$ cat src/design/spi_master_word_transfer_core_macros.svh
// assertion macros for the spi master design files
`ifndef SPI_MASTER_WORD_TRANSFER_CORE_MACROS_SVH
`define SPI_MASTER_WORD_TRANSFER_CORE_MACROS_SVH

// same-cycle implication, checked out of reset
`define SPIM_ASSERT_SAME(label, clk, rst_n, ante, cons) \
    label: assert property (@(posedge clk) disable iff (!rst_n) (ante) |-> (cons)) \
        else $error("spim assertion failed");

// next-cycle implication, checked out of reset
`define SPIM_ASSERT_NEXT(label, clk, rst_n, ante, cons) \
    label: assert property (@(posedge clk) disable iff (!rst_n) (ante) |=> (cons)) \
        else $error("spim assertion failed");

`endif

$ cat src/design/spim_pkg.sv
// types, constants and helpers for the spi master word transfer core
package spim_pkg;

    localparam int DIV_BITS      = 16;
    localparam int CFG_IDX_BITS  = 3;
    localparam int CFG_DATA_BITS = DIV_BITS;
    localparam int WORD_BITS     = 32;
    localparam int CNT_BITS      = 6;
    localparam int POS_BITS      = 5;

    // register indexes of the configuration port
    localparam logic [CFG_IDX_BITS-1:0] CFG_WORD_SIZE  = 3'd0;
    localparam logic [CFG_IDX_BITS-1:0] CFG_LSB_FIRST  = 3'd1;
    localparam logic [CFG_IDX_BITS-1:0] CFG_CLK_DIV    = 3'd2;
    localparam logic [CFG_IDX_BITS-1:0] CFG_CLK_MODE   = 3'd3;
    localparam logic [CFG_IDX_BITS-1:0] CFG_ENABLE     = 3'd4;
    localparam logic [CFG_IDX_BITS-1:0] CFG_IRQ_ENABLE = 3'd5;

    typedef enum logic [1:0] {
        OP_TICK    = 2'd0,
        OP_START   = 2'd1,
        OP_SET_CS  = 2'd2,
        OP_CLR_IRQ = 2'd3
    } t_op;

    typedef enum logic [1:0] {
        QTR_0 = 2'd0,
        QTR_1 = 2'd1,
        QTR_2 = 2'd2,
        QTR_3 = 2'd3
    } t_quarter;

    typedef struct packed {
        logic                 sclk_level;
        logic                 mosi_level;
        logic                 cs_out;
        logic                 busy_res;
        logic [WORD_BITS-1:0] rx_word;
        logic                 irq_flag;
    } t_result;

    // bit count of a transfer: 8, 16, 24 or 32
    function automatic logic [CNT_BITS-1:0] word_len(input logic [1:0] ws);
        return {1'b0, ws, 3'b000} + CNT_BITS'(8);
    endfunction

    // mosi level for the bit about to go out
    function automatic logic mosi_bit(
        input logic [WORD_BITS-1:0] tx,
        input logic [1:0]           dir,
        input logic [CNT_BITS-1:0]  left,
        input logic                 lsb,
        input logic [CNT_BITS-1:0]  len
    );
        logic [CNT_BITS-1:0] idx;
        idx = lsb ? (len - left) : (left - CNT_BITS'(1));
        if (!dir[0] || left == '0) begin
            return 1'b0;
        end
        return tx[idx[POS_BITS-1:0]];
    endfunction

endpackage

$ cat src/design/spi_master_word_transfer_core.sv
// spi master word transfer core: one clock tick or command per transaction
//
//  channel | direction | handshake              | payload
//  --------+-----------+------------------------+------------------------------------------
//  in      | input     | i_in_valid / o_in_stall | operation, direction, tx_word, cs, miso
//  out     | output    | o_out_valid / i_out_stall | sclk, mosi, cs, busy, rx_word, irq
//  cfg     | input     | i_cfg_we               | i_cfg_index, i_cfg_data
//
// one transaction per cycle unless the input stalls: the pin state updates in a single pass at acceptance
// results sit in a two-entry output buffer, so input stalls only when both entries wait
// a transaction's result enters the output buffer when it is accepted, behind any result still waiting
// i_rst_n is synchronous, active low; chip select resets high, buffer entries are not reset, everything else low
`include "spi_master_word_transfer_core_macros.svh"

module spi_master_word_transfer_core import spim_pkg::*; (
    input  logic                     i_clk,
    input  logic                     i_rst_n,
    // configuration
    input  logic                     i_cfg_we,
    input  logic [CFG_IDX_BITS-1:0]  i_cfg_index,
    input  logic [CFG_DATA_BITS-1:0] i_cfg_data,
    // input channel
    input  logic                     i_in_valid,
    output logic                     o_in_stall,
    input  logic [1:0]               i_operation,
    input  logic [1:0]               i_direction,
    input  logic [WORD_BITS-1:0]     i_tx_word,
    input  logic                     i_cs_level,
    input  logic                     i_miso_bit,
    // output channel
    output logic                     o_out_valid,
    input  logic                     i_out_stall,
    output logic                     o_sclk_level,
    output logic                     o_mosi_level,
    output logic                     o_cs_out,
    output logic                     o_busy_res,
    output logic [WORD_BITS-1:0]     o_rx_word,
    output logic                     o_irq_flag
);

    // configuration registers
    logic [1:0]          r_word_size;
    logic                r_lsb_first;
    logic [DIV_BITS-1:0] r_clock_divider;
    logic [1:0]          r_clock_mode;
    logic                r_enable;
    logic                r_irq_enable;

    // transfer state
    logic [DIV_BITS-1:0]  r_prescale, n_prescale;
    t_quarter             r_quarter, n_quarter;
    logic [CNT_BITS-1:0]  r_bits_left, n_bits_left;
    logic [WORD_BITS-1:0] r_tx_shift, n_tx_shift;
    logic [WORD_BITS-1:0] r_rx_shift, n_rx_shift;
    logic [1:0]           r_active_dir, n_active_dir;
    logic                 r_busy, n_busy;
    logic                 r_cs, n_cs;
    logic                 r_irq, n_irq;
    logic                 r_sclk, n_sclk;
    logic                 r_mosi, n_mosi;

    // output buffer
    t_result              r_q [2];
    logic [1:0]           r_count;
    t_result              n_result;

    logic                 in_acc;
    logic                 out_acc;
    logic [1:0]           wr_slot;
    t_op                  op;
    logic [CNT_BITS-1:0]  len;
    logic                 idle_lvl;
    logic                 first_edge_samples;
    logic [POS_BITS-1:0]  rx_pos;
    logic [CNT_BITS-1:0]  msb_pos;

    assign o_in_stall  = (r_count == 2'd2);
    assign o_out_valid = (r_count != 2'd0);
    assign in_acc      = i_in_valid && !o_in_stall;
    assign out_acc     = o_out_valid && !i_out_stall;
    assign wr_slot     = r_count - {1'b0, out_acc};

    assign op                 = t_op'(i_operation);
    assign len                = word_len(r_word_size);
    assign idle_lvl           = r_clock_mode[1];
    assign first_edge_samples = (r_clock_mode == 2'd0) || (r_clock_mode == 2'd3);
    assign msb_pos            = CNT_BITS'(63) - len + r_bits_left;
    assign rx_pos             = r_lsb_first ? (~r_bits_left[POS_BITS-1:0] + POS_BITS'(1))
                                            : msb_pos[POS_BITS-1:0];

    always_comb begin
        n_prescale   = r_prescale;
        n_quarter    = r_quarter;
        n_bits_left  = r_bits_left;
        n_tx_shift   = r_tx_shift;
        n_rx_shift   = r_rx_shift;
        n_active_dir = r_active_dir;
        n_busy       = r_busy;
        n_cs         = r_cs;
        n_irq        = r_irq;
        n_sclk       = r_sclk;
        n_mosi       = r_mosi;

        case (op)
            OP_CLR_IRQ: n_irq = 1'b0;
            OP_SET_CS:  n_cs  = i_cs_level;
            default:    ;
        endcase

        if (r_busy) begin
            if (r_prescale < r_clock_divider) begin
                n_prescale = r_prescale + DIV_BITS'(1);
            end else begin
                n_prescale = '0;
                n_quarter  = t_quarter'(r_quarter + 2'd1);
                case (n_quarter)
                    QTR_1: begin
                        n_sclk = ~idle_lvl;
                        if (first_edge_samples && r_active_dir[1]) begin
                            n_rx_shift[rx_pos] = i_miso_bit;
                        end
                    end
                    QTR_3: begin
                        n_sclk = idle_lvl;
                        if (!first_edge_samples && r_active_dir[1]) begin
                            n_rx_shift[rx_pos] = i_miso_bit;
                        end
                    end
                    QTR_0: begin
                        n_bits_left = r_bits_left - CNT_BITS'(1);
                        if (n_bits_left == '0) begin
                            n_busy = 1'b0;
                            n_mosi = 1'b0;
                            if (r_irq_enable) begin
                                n_irq = 1'b1;
                            end
                        end else begin
                            n_mosi = mosi_bit(r_tx_shift, r_active_dir, n_bits_left,
                                              r_lsb_first, len);
                        end
                    end
                    default: ;
                endcase
            end
        end else begin
            n_sclk = idle_lvl;
            if (op == OP_START && r_enable) begin
                n_tx_shift   = i_tx_word;
                n_rx_shift   = '0;
                n_active_dir = i_direction;
                n_bits_left  = len;
                n_prescale   = '0;
                n_quarter    = QTR_0;
                n_busy       = 1'b1;
                n_mosi       = mosi_bit(i_tx_word, i_direction, len, r_lsb_first, len);
            end
        end

        n_result.sclk_level = n_sclk;
        n_result.mosi_level = n_mosi;
        n_result.cs_out     = n_cs;
        n_result.busy_res   = n_busy;
        n_result.rx_word    = n_rx_shift;
        n_result.irq_flag   = n_irq;
    end

    always_ff @(posedge i_clk) begin
        if (!i_rst_n) begin
            r_word_size     <= '0;
            r_lsb_first     <= 1'b0;
            r_clock_divider <= '0;
            r_clock_mode    <= '0;
            r_enable        <= 1'b0;
            r_irq_enable    <= 1'b0;
        end else if (i_cfg_we) begin
            case (i_cfg_index)
                CFG_WORD_SIZE:  r_word_size     <= i_cfg_data[1:0];
                CFG_LSB_FIRST:  r_lsb_first     <= i_cfg_data[0];
                CFG_CLK_DIV:    r_clock_divider <= i_cfg_data[DIV_BITS-1:0];
                CFG_CLK_MODE:   r_clock_mode    <= i_cfg_data[1:0];
                CFG_ENABLE:     r_enable        <= i_cfg_data[0];
                CFG_IRQ_ENABLE: r_irq_enable    <= i_cfg_data[0];
                default:        ;
            endcase
        end
    end

    always_ff @(posedge i_clk) begin
        if (!i_rst_n) begin
            r_prescale   <= '0;
            r_quarter    <= QTR_0;
            r_bits_left  <= '0;
            r_tx_shift   <= '0;
            r_rx_shift   <= '0;
            r_active_dir <= '0;
            r_busy       <= 1'b0;
            r_cs         <= 1'b1;
            r_irq        <= 1'b0;
            r_sclk       <= 1'b0;
            r_mosi       <= 1'b0;
        end else if (in_acc) begin
            r_prescale   <= n_prescale;
            r_quarter    <= n_quarter;
            r_bits_left  <= n_bits_left;
            r_tx_shift   <= n_tx_shift;
            r_rx_shift   <= n_rx_shift;
            r_active_dir <= n_active_dir;
            r_busy       <= n_busy;
            r_cs         <= n_cs;
            r_irq        <= n_irq;
            r_sclk       <= n_sclk;
            r_mosi       <= n_mosi;
        end
    end

    // two-entry output buffer, head in slot 0
    always_ff @(posedge i_clk) begin
        if (!i_rst_n) begin
            r_count <= '0;
        end else begin
            r_count <= r_count + {1'b0, in_acc} - {1'b0, out_acc};
        end
    end

    always_ff @(posedge i_clk) begin
        if (in_acc && !wr_slot[0]) begin
            r_q[0] <= n_result;
        end else if (out_acc) begin
            r_q[0] <= r_q[1];
        end
        if (in_acc && wr_slot[0]) begin
            r_q[1] <= n_result;
        end
    end

    assign o_sclk_level = r_q[0].sclk_level;
    assign o_mosi_level = r_q[0].mosi_level;
    assign o_cs_out     = r_q[0].cs_out;
    assign o_busy_res   = r_q[0].busy_res;
    assign o_rx_word    = r_q[0].rx_word;
    assign o_irq_flag   = r_q[0].irq_flag;

    `SPIM_ASSERT_SAME(a_busy_has_bits, i_clk, i_rst_n, r_busy, r_bits_left != '0)
    `SPIM_ASSERT_SAME(a_idle_no_bits, i_clk, i_rst_n, !r_busy, r_bits_left == '0)
    `SPIM_ASSERT_NEXT(a_buf_grows, i_clk, i_rst_n, in_acc && !out_acc,
                      r_count == $past(r_count) + 2'd1)
    `SPIM_ASSERT_NEXT(a_buf_shrinks, i_clk, i_rst_n, out_acc && !in_acc,
                      r_count == $past(r_count) - 2'd1)

endmodule

$ cat config.mk
export PLATFORM = sky130hd
export DESIGN_NAME = spi_master_word_transfer_core
export DESIGN_NICKNAME = d
export VERILOG_FILES = /design/src/design/spim_pkg.sv /design/src/design/spi_master_word_transfer_core.sv
export VERILOG_INCLUDE_DIRS = /design/src /design/src/design
export SDC_FILE = /design/constraint.sdc
export NUM_CORES = 1
export LEC_CHECK = 0
export BUFFER_PORTS_ARGS = -buffer_cell sky130_fd_sc_hd__buf_2
export CAP_MARGIN = 0
export CORE_UTILIZATION = 60
export CTS_BUF_LIST = sky130_fd_sc_hd__clkbuf_4 sky130_fd_sc_hd__clkbuf_8
export DETAILED_ROUTE_END_ITERATION = 8
export PLACE_DENSITY = 0.81
export SETUP_SLACK_MARGIN = 0.4
export SYNTH_ARGS = -nofsm -noshare
export SYNTH_HDL_FRONTEND = slang
export SYNTH_SLANG_ARGS = --single-unit
$ cat constraint.sdc
create_clock -name i_clk -period 3.7 [get_ports i_clk]
set_clock_uncertainty 0.2 [all_clocks]
set_input_delay 0.74 -clock i_clk [delete_from_list [all_inputs] [get_ports i_clk]]
set_output_delay 0.74 -clock i_clk [all_outputs]
set_load 0.05 [all_outputs]
==> results of run 1 <==
## cells in the final DEF (no fill, tap or decap), types with 7 or more instances in the layout
| cell type | instances |
|---|---|
| nand2_1 | 218 |
| nand4_1 | 7 |
| a22o_1 | 10 |
| inv_1 | 32 |
| a211oi_1 | 7 |
| nor2_1 | 96 |
| o21ai_0 | 110 |
| and2_1 | 8 |
| o211ai_1 | 13 |
| mux2i_1 | 21 |
| a31oi_1 | 9 |
| and3_1 | 13 |
| clkbuf_8 | 20 |
| a21oi_1 | 107 |
| dfxtp_1 | 119 |
| buf_4 | 43 |
| nand3_1 | 21 |
| mux2_2 | 20 |
| nor3_1 | 20 |
| ha_1 | 25 |
| buf_2 | 100 |
| xor2_1 | 14 |
| xnor2_1 | 14 |
| edfxtp_1 | 74 |
## what timing repair did
item                       4_1_cts  5_1_grt
hold endpoints to repair         0        0
pin swaps                        2        5
resized for setup                4       16
setup endpoints to repair        7       82
setup buffers                    0        6
## flip-flops by register name, summed over array words and instances (netlist names), 2 cells and up
register,cells
r_active_dir,2
r_bits_left,6
r_clock_divider,16
r_clock_mode,2
r_count,2
r_prescale,16
r_q,74
r_quarter,2
r_rx_shift,32
r_tx_shift,32
r_word_size,2
## path summary, 6_finish.rpt
check / start / cells after the start / end
worst max-delay path: r_bits_left[1] / 10 / r_q[0][35]
worst min register to register: r_clock_divider[2] / 2 / r_clock_divider[2]
worst max register to register: r_bits_left[1] / 10 / r_q[0][35]
worst min-delay path: r_clock_divider[2] / 2 / r_clock_divider[2]
## synthesized netlist by cell type (20+ instances only)
master	count
mux2i_1	22
mux2_2	20
ha_1	26
nor2_1	96
a21oi_1	108
buf_4	32
dfxtp_1	120
clkbuf_1	58
nand3_1	21
inv_1	33
nand2_1	219
nor3_1	21
o21ai_0	111
edfxtp_1	74
## metrics by stage
stage | utilization [%] | power, W
after global routing | 68.6 | 0.00559
after floorplan | - | 0.00389
after CTS | 67.8 | 0.00542
after global placement | 65.2 | 0.00401
after detailed placement | 65.2 | 0.00403
final | 68.6 | 0.00540
## metal layers
layer	vias to the layer above	wire length, um
li1	4255	-
met1	4173	10500
met2	359	11900
met3	59	1550
met4	0	579
met5	-	0
## critical path: cells and delay by family, from the launching register on
kind                       cells  cell delay (ns)
adders and majority gates      1             0.27
xor gates and xnor gates       2             0.52
buffers and inverters          1             0.10
AOI/OAI and AO/OA              1             0.13
DFF                            1             0.40
muxes                          5             1.35
## cell type report
type	count	area, um2	share of cell area [%]
Sequential cell	194	4630	40.4
Inverter	34	128	1.11
Multi-Input combinational cell	850	5200	45.4
Tap cell	220	275	2.40
Timing Repair Buffer	143	823	7.18
Clock inverter	8	103	0.895
Clock buffer	24	305	2.66
## report_power, final
group          leakage (nW)  switching [W]  internal (W)
Combinational          2.42        0.00110      0.000299
Clock                 0.216       0.000729      0.000688
Sequential             1.70      0.0000693       0.00251
Total                  4.33        0.00190       0.00349
## cell families (layout without fill, tap and decap cells)
logic type	count (synthesis)	count (layout)
xor gates and xnor gates	35	35
buffers and inverters	134	209
muxes	52	52
AOI/OAI and AO/OA	318	318
adders and majority gates	26	26
and+or+nand+nor	419	419
DFF	194	194
==> results_dict.tcl, run 1 <==
set metrics [dict create \
    gp_congestion 0.956 \
    grt_util_met2_pct 47.6 \
    crit_top_cell "mux2i_1" \
    fin_tns_setup_ns 0 \
    critPathCaptureType "flip-flop" \
    clk_pin_slew_ns 0.09 \
    muxShareOfSynthArea_pct 6.69 \
    async_flop_share_pct 0 \
    yosysSeqAreaShare_pct 44.9 \
    grt_pass1_vias 8310 \
    start_util_pct 61.7 \
    synth_top_area_share_pct 23.3 \
    stdcell_count 1473 \
    hpwl_mm 17.3 \
    crit_type "flip-flop to flip-flop" \
    numCtsBuffers 17 \
    dpl_cell_area_um2 10900 \
    fin_nets 1328 \
    dieWidth_um 133 \
    core_um2 16700 \
    antenna_found_initial 0 \
    n_antenna_cell 0 \
    drt_iter0_markers 896 \
    wire_per_inst_um 16.7 \
    synth_xor_area_share_pct 3.05 \
    r2r_slack_ns 0.50 \
    grt_use_met3_pct 4.83 \
    synth_top_family_by_area "compound AO/OA/AOI/OAI gates" \
    portBuffers 100 \
    synth_top_flop_cell "dfxtp_1" \
    fin_crit_sh_pct 86.5 \
    grt_util_met1_pct 36.7 \
    arrival_ns 3.22 \
    yosysWarnings 0 \
    yosys.area_share.simple_pct 17.8 \
    synth.distinct_cells 72 \
    rsz0062_at_grt "no" \
    synth_edf_count 74 \
    grt_max_degree 74 \
    hold_path.class "flip-flop to flip-flop" \
    place_worst_setup_slack_ns 0.322 \
    synth_compound_area_share_pct 18.2 \
    syn_inst 1178 \
    wl_mm 24.6 \
    timing.fmax_mhz 312 \
    ios 101 \
    worstPathRequired_ns 3.72 \
    setup_ws_ns 0.498 \
    top_usage_layer "met2" \
    firstDrtPassIters 5 \
    cp_cell_sequence "inv_1, ha_1, xnor2_2, xnor2_4, mux4_2, mux2i_1, mux2i_1, mux2i_2, o311ai_2, mux2_2" \
    fillCellCount 1346 \
    final-setup-viol-count 0 \
    cts_tree "built" \
    vias_per_cell 6.01 \
    tightest_slew_ns 0.833 \
    grt_usage_pct 28.4 \
    slowest_delay_ns 0.54 \
    peakVddDrop_v 0.000351 \
    period_minus_slack_ns 3.20 \
    powerDensity_nw_per_um2 471 \
    cts_hold_buffers 0 \
    cp_slowest_cell "mux4_2" \
    num_vias 8846 \
    path_max_fanout 5 \
    synth_fa_ha_area_share_pct 3.16 \
    synth_seq_cells 194 \
    insertion_delay_ns 0.47 \
    synth_fp_nets 1266 \
    grt_overflow 0 \
    htreeDepth 4 \
    dp_cells 1435 \
    antenna_left 0 \
    fp.dieH_um 133 \
    synth.area.top_cells "dfxtp_1, edfxtp_1, nand2_1" \
    clockBufferDepth 2 \
    drive_gt1_share_pct 18.1 \
    synth_area_um2 10300 \
    area_growth_pct 11.3 \
    outcome "finished clean" \
    grt_first_pass_wirelength_mm 40.5 \
    start_kind "flip-flop" \
    max_slew_margin_pct 43.9 \
    die-area_um2 17700 \
    fin_area_um2 11500 \
    drv_cap 0 \
    hold_viol_final 0 \
    fin_hold_ws_ns 0.258 \
    avgSynthCellArea_um2 8.74 \
    clock_sinks 194 \
    rows 47 \
    drc 0 \
    slew_violations 0 \
    leakage_nw 4.33 \
    cts-root-buf "clkbuf_8" \
    yosys.area.top_type "dfxtp_1" \
]
Note: power is estimated with default switching activity, not from simulation.
==> run 2, diff against run 1 <==
==> constraint.sdc (replaced) <==
create_clock -name i_clk -period 3.5 [get_ports i_clk]
set_clock_uncertainty 0.2 [all_clocks]
set_input_delay 0.7 -clock i_clk [delete_from_list [all_inputs] [get_ports i_clk]]
set_output_delay 0.7 -clock i_clk [all_outputs]
set_load 0.01 [all_outputs]
==> run 2 against run 1 <==
The flow now finishes with violations (design-rule violations); maximum frequency is 4.6% higher; via count increased by 0.19%; sequential cell count unchanged; die area unchanged; clock-buffer cell count shrank 3; cell count increased by 0.48%; combinational power fell by 39%; first-iteration DRC count is 12% lower; global-route usage up 0.39 points; register-to-register slack worse by 0.06 ns; sequential share of layout area down 0.42 points.
==> results_dict.tcl, run 2 (same netlist as run 1, synthesis figures left out) <==
set metrics [dict create \
    wl_mm 25.3 \
    p_int_w 0.00363 \
    period_minus_slack_ns 3.06 \
    firstDrtPassIters 9 \
    grt_first_pass_wirelength_mm 40.4 \
    fin_nets 1335 \
    regArea_um2 4630 \
    cts-root-buf "clkbuf_8" \
    antenna_found_initial 0 \
    num_vias 8863 \
    rows 47 \
    htreeDepth 4 \
    die-area_um2 17700 \
    largest_reg_flops 74 \
    grt_pass1_vias 8307 \
    antenna_left 0 \
    final_cell_mix "nand2_1, dfxtp_1, a21oi_1" \
    vias_per_cell 5.99 \
    core_um2 16700 \
    final_common_cell "nand2_1" \
    clock_sinks 194 \
    regMostFlops "r_q" \
    r2r-start "r_bits_left[0]" \
    cts_tree "built" \
    worstSetupStartpoint "r_bits_left[0]" \
    rsz0062_at_grt "yes" \
    n_antenna_cell 0 \
    worstPathRequired_ns 3.55 \
    drt_iter0_markers 790 \
    gp_congestion 0.892 \
    leakage_nw 4.38 \
    hold_path.class "input pin to flip-flop" \
    numCtsBuffers 17 \
    switchingPower_w 0.00139 \
    min_from "i_tx_word[24]" \
    fin_tns_setup_ns 0 \
    portBuffers 100 \
    start_kind "flip-flop" \
    largestRegisters "r_q: 74 flops, r_rx_shift: 32 flops, r_tx_shift: 32 flops" \
    power_frac_seq_pct 54.2 \
    p_sw_share_pct 27.7 \
    p_comb_share_pct 16.9 \
    clk_pin_slew_ns 0.10 \
    max_slew_margin_pct 50.0 \
    tightest_slew_ns 0.750 \
    path_max_fanout 14 \
    violations "design-rule violations" \
    final-setup-viol-count 0 \
    ios 101 \
    area_growth_pct 12.6 \
    fin_crit_sh_pct 87.4 \
    critPathCaptureType "flip-flop" \
    hold_viol_final 0 \
    dieWidth_um 133 \
    timing.fmax_mhz 327 \
    grt_usage_pct 28.8 \
    p_clk_share_pct 28.8 \
    drive_gt1_share_pct 20.1 \
    clockBufferDepth 2 \
    multiInputGateArea_um2 5290 \
    drv_cap 0 \
    crit_type "flip-flop to flip-flop" \
    wire_per_inst_um 17.1 \
    fp.dieH_um 133 \
    slew_violations 0 \
    outcome "complete, but fails checks" \
    hpwl_mm 17.4 \
    grt_overflow 0 \
    utilization_pct 69.5 \
    drc 33 \
    insertion_delay_ns 0.48 \
    fillCellCount 1360 \
    grt_max_degree 71 \
    powerDensity_nw_per_um2 433 \
    arrival_ns 3.11 \
    start_util_pct 61.7 \
    peakVddDrop_v 0.000326 \
]
## run 2: metrics by stage
stage               power [W]  instances  cell area (um2)  worst slack (ns)  hold slack (ns)
finish                0.00502       1480            11600             0.439            0.249
floorplan             0.00345       1178            10300             0.403            0.220
detailed placement    0.00363       1440            10900             0.214            0.236
CTS                   0.00503       1472            11400             0.317            0.232
global route          0.00521       1480            11600             0.321            0.229
global placement      0.00360       1440            10900             0.272            0.231
## run 2: what timing repair did
action                                  4_1_cts  5_1_grt
hold buffers                                  0        0
endpoints found under the setup margin       23       68
setup buffers                                 0        8
resized for setup                             7       49
hold endpoints to repair                      0        0
pin swaps                                     1       13
## run 2: final timing paths
kind | to | slack [ns] | cells after the start
setup / recovery | r_q[0][35] | 0.44 | 9
hold / removal | r_tx_shift[24] | 0.25 | 3
setup reg to reg | r_q[0][35] | 0.44 | 9
hold reg to reg | r_tx_shift[8] | 0.26 | 2
## run 2: power by group through the flow
stage	sequential [W]	clock [W]	combinational, W
floorplan	0.00278	0	0.000673
global placement	0.00278	0	0.000827
detailed placement	0.00278	0	0.000845
CTS	0.00273	0.00145	0.000850
global route	0.00275	0.00154	0.000925
finish	0.00272	0.00145	0.000851
## run 2: per-layer routing
layer  part of all wire, %  up-vias  GRT usage, %
li1                      -     4284             -
met2                    49      307          47.8
met3                   5.1       62          4.71
met4                   3.1        0          12.6
met1                    43     4210          37.0
met5                     0        -             0
## run 2: critical path, stage by stage, from the launching register on
cell      delay, ns
dfxtp_2        0.36
buf_4          0.20
xnor2_4        0.25
buf_4          0.21
mux4_1         0.56
mux2i_1        0.28
mux2i_1        0.18
mux2i_4        0.20
o311ai_2       0.12
mux2_2         0.28
## run 2: layout make-up
| cell class | instances | share of cell area, % |
|---|---|---|
| clock buffers | 21 | 2.28 |
| inverters | 34 | 1.10 |
| multi-input cells | 850 | 45.6 |
| well taps | 220 | 2.37 |
| flip-flops and latches | 194 | 39.9 |
| repair buffers | 150 | 7.75 |
| clock inverters | 11 | 0.971 |
==> run 3, diff against run 2 <==
--- a/config.mk
+++ b/config.mk
@@ -6,12 +6,13 @@
 export SDC_FILE = /design/constraint.sdc
 export NUM_CORES = 1
 export LEC_CHECK = 0
-export BUFFER_PORTS_ARGS = -buffer_cell sky130_fd_sc_hd__buf_2
 export CAP_MARGIN = 0
-export CORE_UTILIZATION = 60
+export CORE_UTILIZATION = 35
 export CTS_BUF_LIST = sky130_fd_sc_hd__clkbuf_4 sky130_fd_sc_hd__clkbuf_8
+export CTS_CLUSTER_DIAMETER = 100
 export DETAILED_ROUTE_END_ITERATION = 8
-export PLACE_DENSITY = 0.81
+export DONT_BUFFER_PORTS = 1
+export PLACE_DENSITY = 0.49
 export SETUP_SLACK_MARGIN = 0.4
 export SYNTH_ARGS = -nofsm -noshare
 export SYNTH_HDL_FRONTEND = slang
==> run 3 against run 2 <==
The run now ends clean; cell area shrank 1.1%; core utilization shrank 30 points; critical path type unchanged; cell count grew 5.0%; sequential power grew 6%; worst setup slack gained 0.019 ns.
==> results_dict.tcl, run 3 (same netlist as run 1, synthesis figures left out) <==
set metrics [dict create \
    outcome "finished clean" \
    stdcell_count 1554 \
    arrival_ns 3.09 \
    peakVddDrop_v 0.000225 \
    grt_overflow 0 \
    multiInputGateArea_um2 5320 \
    vias_per_cell 5.31 \
    rows 62 \
    insertion_delay_ns 0.48 \
    area_growth_pct 11.5 \
    start_util_pct 35.7 \
    wl_mm 28.6 \
    die-area_um2 30100 \
    fp.dieH_um 174 \
    worstPathRequired_ns 3.55 \
    gp_congestion 0.865 \
    drc 0 \
    hold_end "r_cs" \
    start_kind "flip-flop" \
    powerDensity_nw_per_um2 445 \
    hold_viol_final 0 \
    largestRegisters "r_q: 74 flops, r_rx_shift: 32 flops, r_tx_shift: 32 flops" \
    portBuffers 0 \
    firstDrtPassIters 5 \
    leakage_nw 4.05 \
    period_minus_slack_ns 3.04 \
    r2r-end "r_q[0][8]" \
    setup_ws_ns 0.459 \
    drive_gt1_share_pct 14.4 \
    rsz0062_at_grt "yes" \
    wl_met2_mm 13.8 \
    hpwl_mm 20.0 \
    numCtsBuffers 17 \
    wl_met1_mm 13.1 \
    grt_pass1_vias 8205 \
    utilization_pct 39.8 \
    final_cell_mix "nand2_1, dfxtp_1, o21ai_0, a21oi_1, nor2_1" \
    crit_type "flip-flop to flip-flop" \
    fillCellCount 2956 \
    cts-root-buf "clkbuf_8" \
    core_um2 28900 \
    hold-path-cell-count 1 \
    clk_pin_slew_ns 0.12 \
    final-setup-viol-count 0 \
    cts_tree "built" \
    wire_per_inst_um 18.4 \
    num_vias 8256 \
    min_from "i_rst_n" \
    critPathCaptureType "flip-flop" \
    fin_nets 1245 \
    ios 101 \
    dieWidth_um 174 \
    fin_crit_sh_pct 86.9 \
    r2r_slack_ns 0.46 \
    grt_usage_pct 19.4 \
    top_layer "met4" \
    reg2reg_depth 11 \
    timing.fmax_mhz 329 \
    path_max_fanout 7 \
    r2r-start "r_clock_divider[11]" \
    max_slew_margin_pct 28.8 \
    final_common_cell "nand2_1" \
    dp_cells 1515 \
    cts_hold_buffers 0 \
    regMostFlops "r_q" \
    dr_wl_met3_mm 1.20 \
    place_worst_setup_slack_ns 0.188 \
    clockBufferDepth 2 \
    antenna_left 0 \
    largest_reg_flops 74 \
    drt_iter0_markers 530 \
    n_antenna_cell 0 \
    tightest_slew_ns 1.07 \
    grt_max_degree 73 \
    grt_first_pass_wirelength_mm 46.4 \
    clock_sinks 194 \
    slew_violations 0 \
    regArea_um2 4630 \
    fin_tns_setup_ns 0 \
    htreeDepth 4 \
    antenna_found_initial 0 \
    drv_cap 0 \
    hold_path.class "input pin to flip-flop" \
]
## run 3: changes by cell type in the layout (fill, tap and decap cells not counted), sizes merged
cell,before,now
clkbuf,21,17
inv,34,39
clkinv,8,6
buf,150,60
bufinv,2,3
## run 3: timing repair
action / 4_1_cts / 5_1_grt
endpoints found under the setup margin: 50 / 89
resized for setup: 19 / 36
gates cloned: 0 / 0
pin swaps: 3 / 9
setup buffers: 2 / 5
## run 3: worst max-delay path by stage
stage                        startpoint         end  slack (ns)
finish              r_clock_divider[11]   r_q[0][8]        0.46
CTS                 r_clock_divider[11]   r_q[0][8]        0.29
floorplan                r_bits_left[0]  r_q[0][35]        0.40
global placement     r_clock_divider[5]   r_q[0][8]        0.19
detailed placement   r_clock_divider[5]   r_q[0][8]        0.19
global route        r_clock_divider[15]   r_q[0][8]        0.35
## run 3: metrics by stage
step	instance area [um2]	hold slack [ns]	power, W
floorplan	10300	0.220	0.00345
global placement	10700	0.240	0.00347
detailed placement	10700	0.237	0.00348
CTS	11300	0.0814	0.00518
global route	11500	0.104	0.00534
finish	11500	0.117	0.00511
## run 3: final cells by class
cell class | count | area share (%)
Tap cell | 384 | 4.19
Clock inverter | 15 | 1.91
Multi-Input combinational cell | 850 | 46.3
Inverter | 34 | 1.11
Timing Repair Buffer | 60 | 4.10
Sequential cell | 194 | 40.3
Clock buffer | 17 | 2.04
## run 3: where the power goes
| group | total, W | switching, W | leakage (nW) | internal (W) |
|---|---|---|---|---|
| Clock | 0.00170 | 0.000953 | 0.224 | 0.000746 |
| Sequential | 0.00288 | 0.000213 | 1.70 | 0.00267 |
| Combinational | 0.000535 | 0.000357 | 2.12 | 0.000178 |
| Total | 0.00511 | 0.00152 | 4.05 | 0.00359 |
## run 3: routing by layer
layer	vias to the layer above	global-route usage, %
li1	4074	-
met2	201	32.6
met5	-	0
met4	0	6.01
met1	3956	25.6
met3	25	2.96
## run 3: critical path, cell delays in order, from the launching register on
cell and delay [ns]:
dfxtp_1 0.36, inv_1 0.05, ha_1 0.33, a21oi_2 0.19
o21ai_2 0.09, nor4b_4 0.29, buf_6 0.18, a211o_4 0.21
buf_4 0.18, a21oi_1 0.08, a221o_1 0.35, mux2_2 0.29
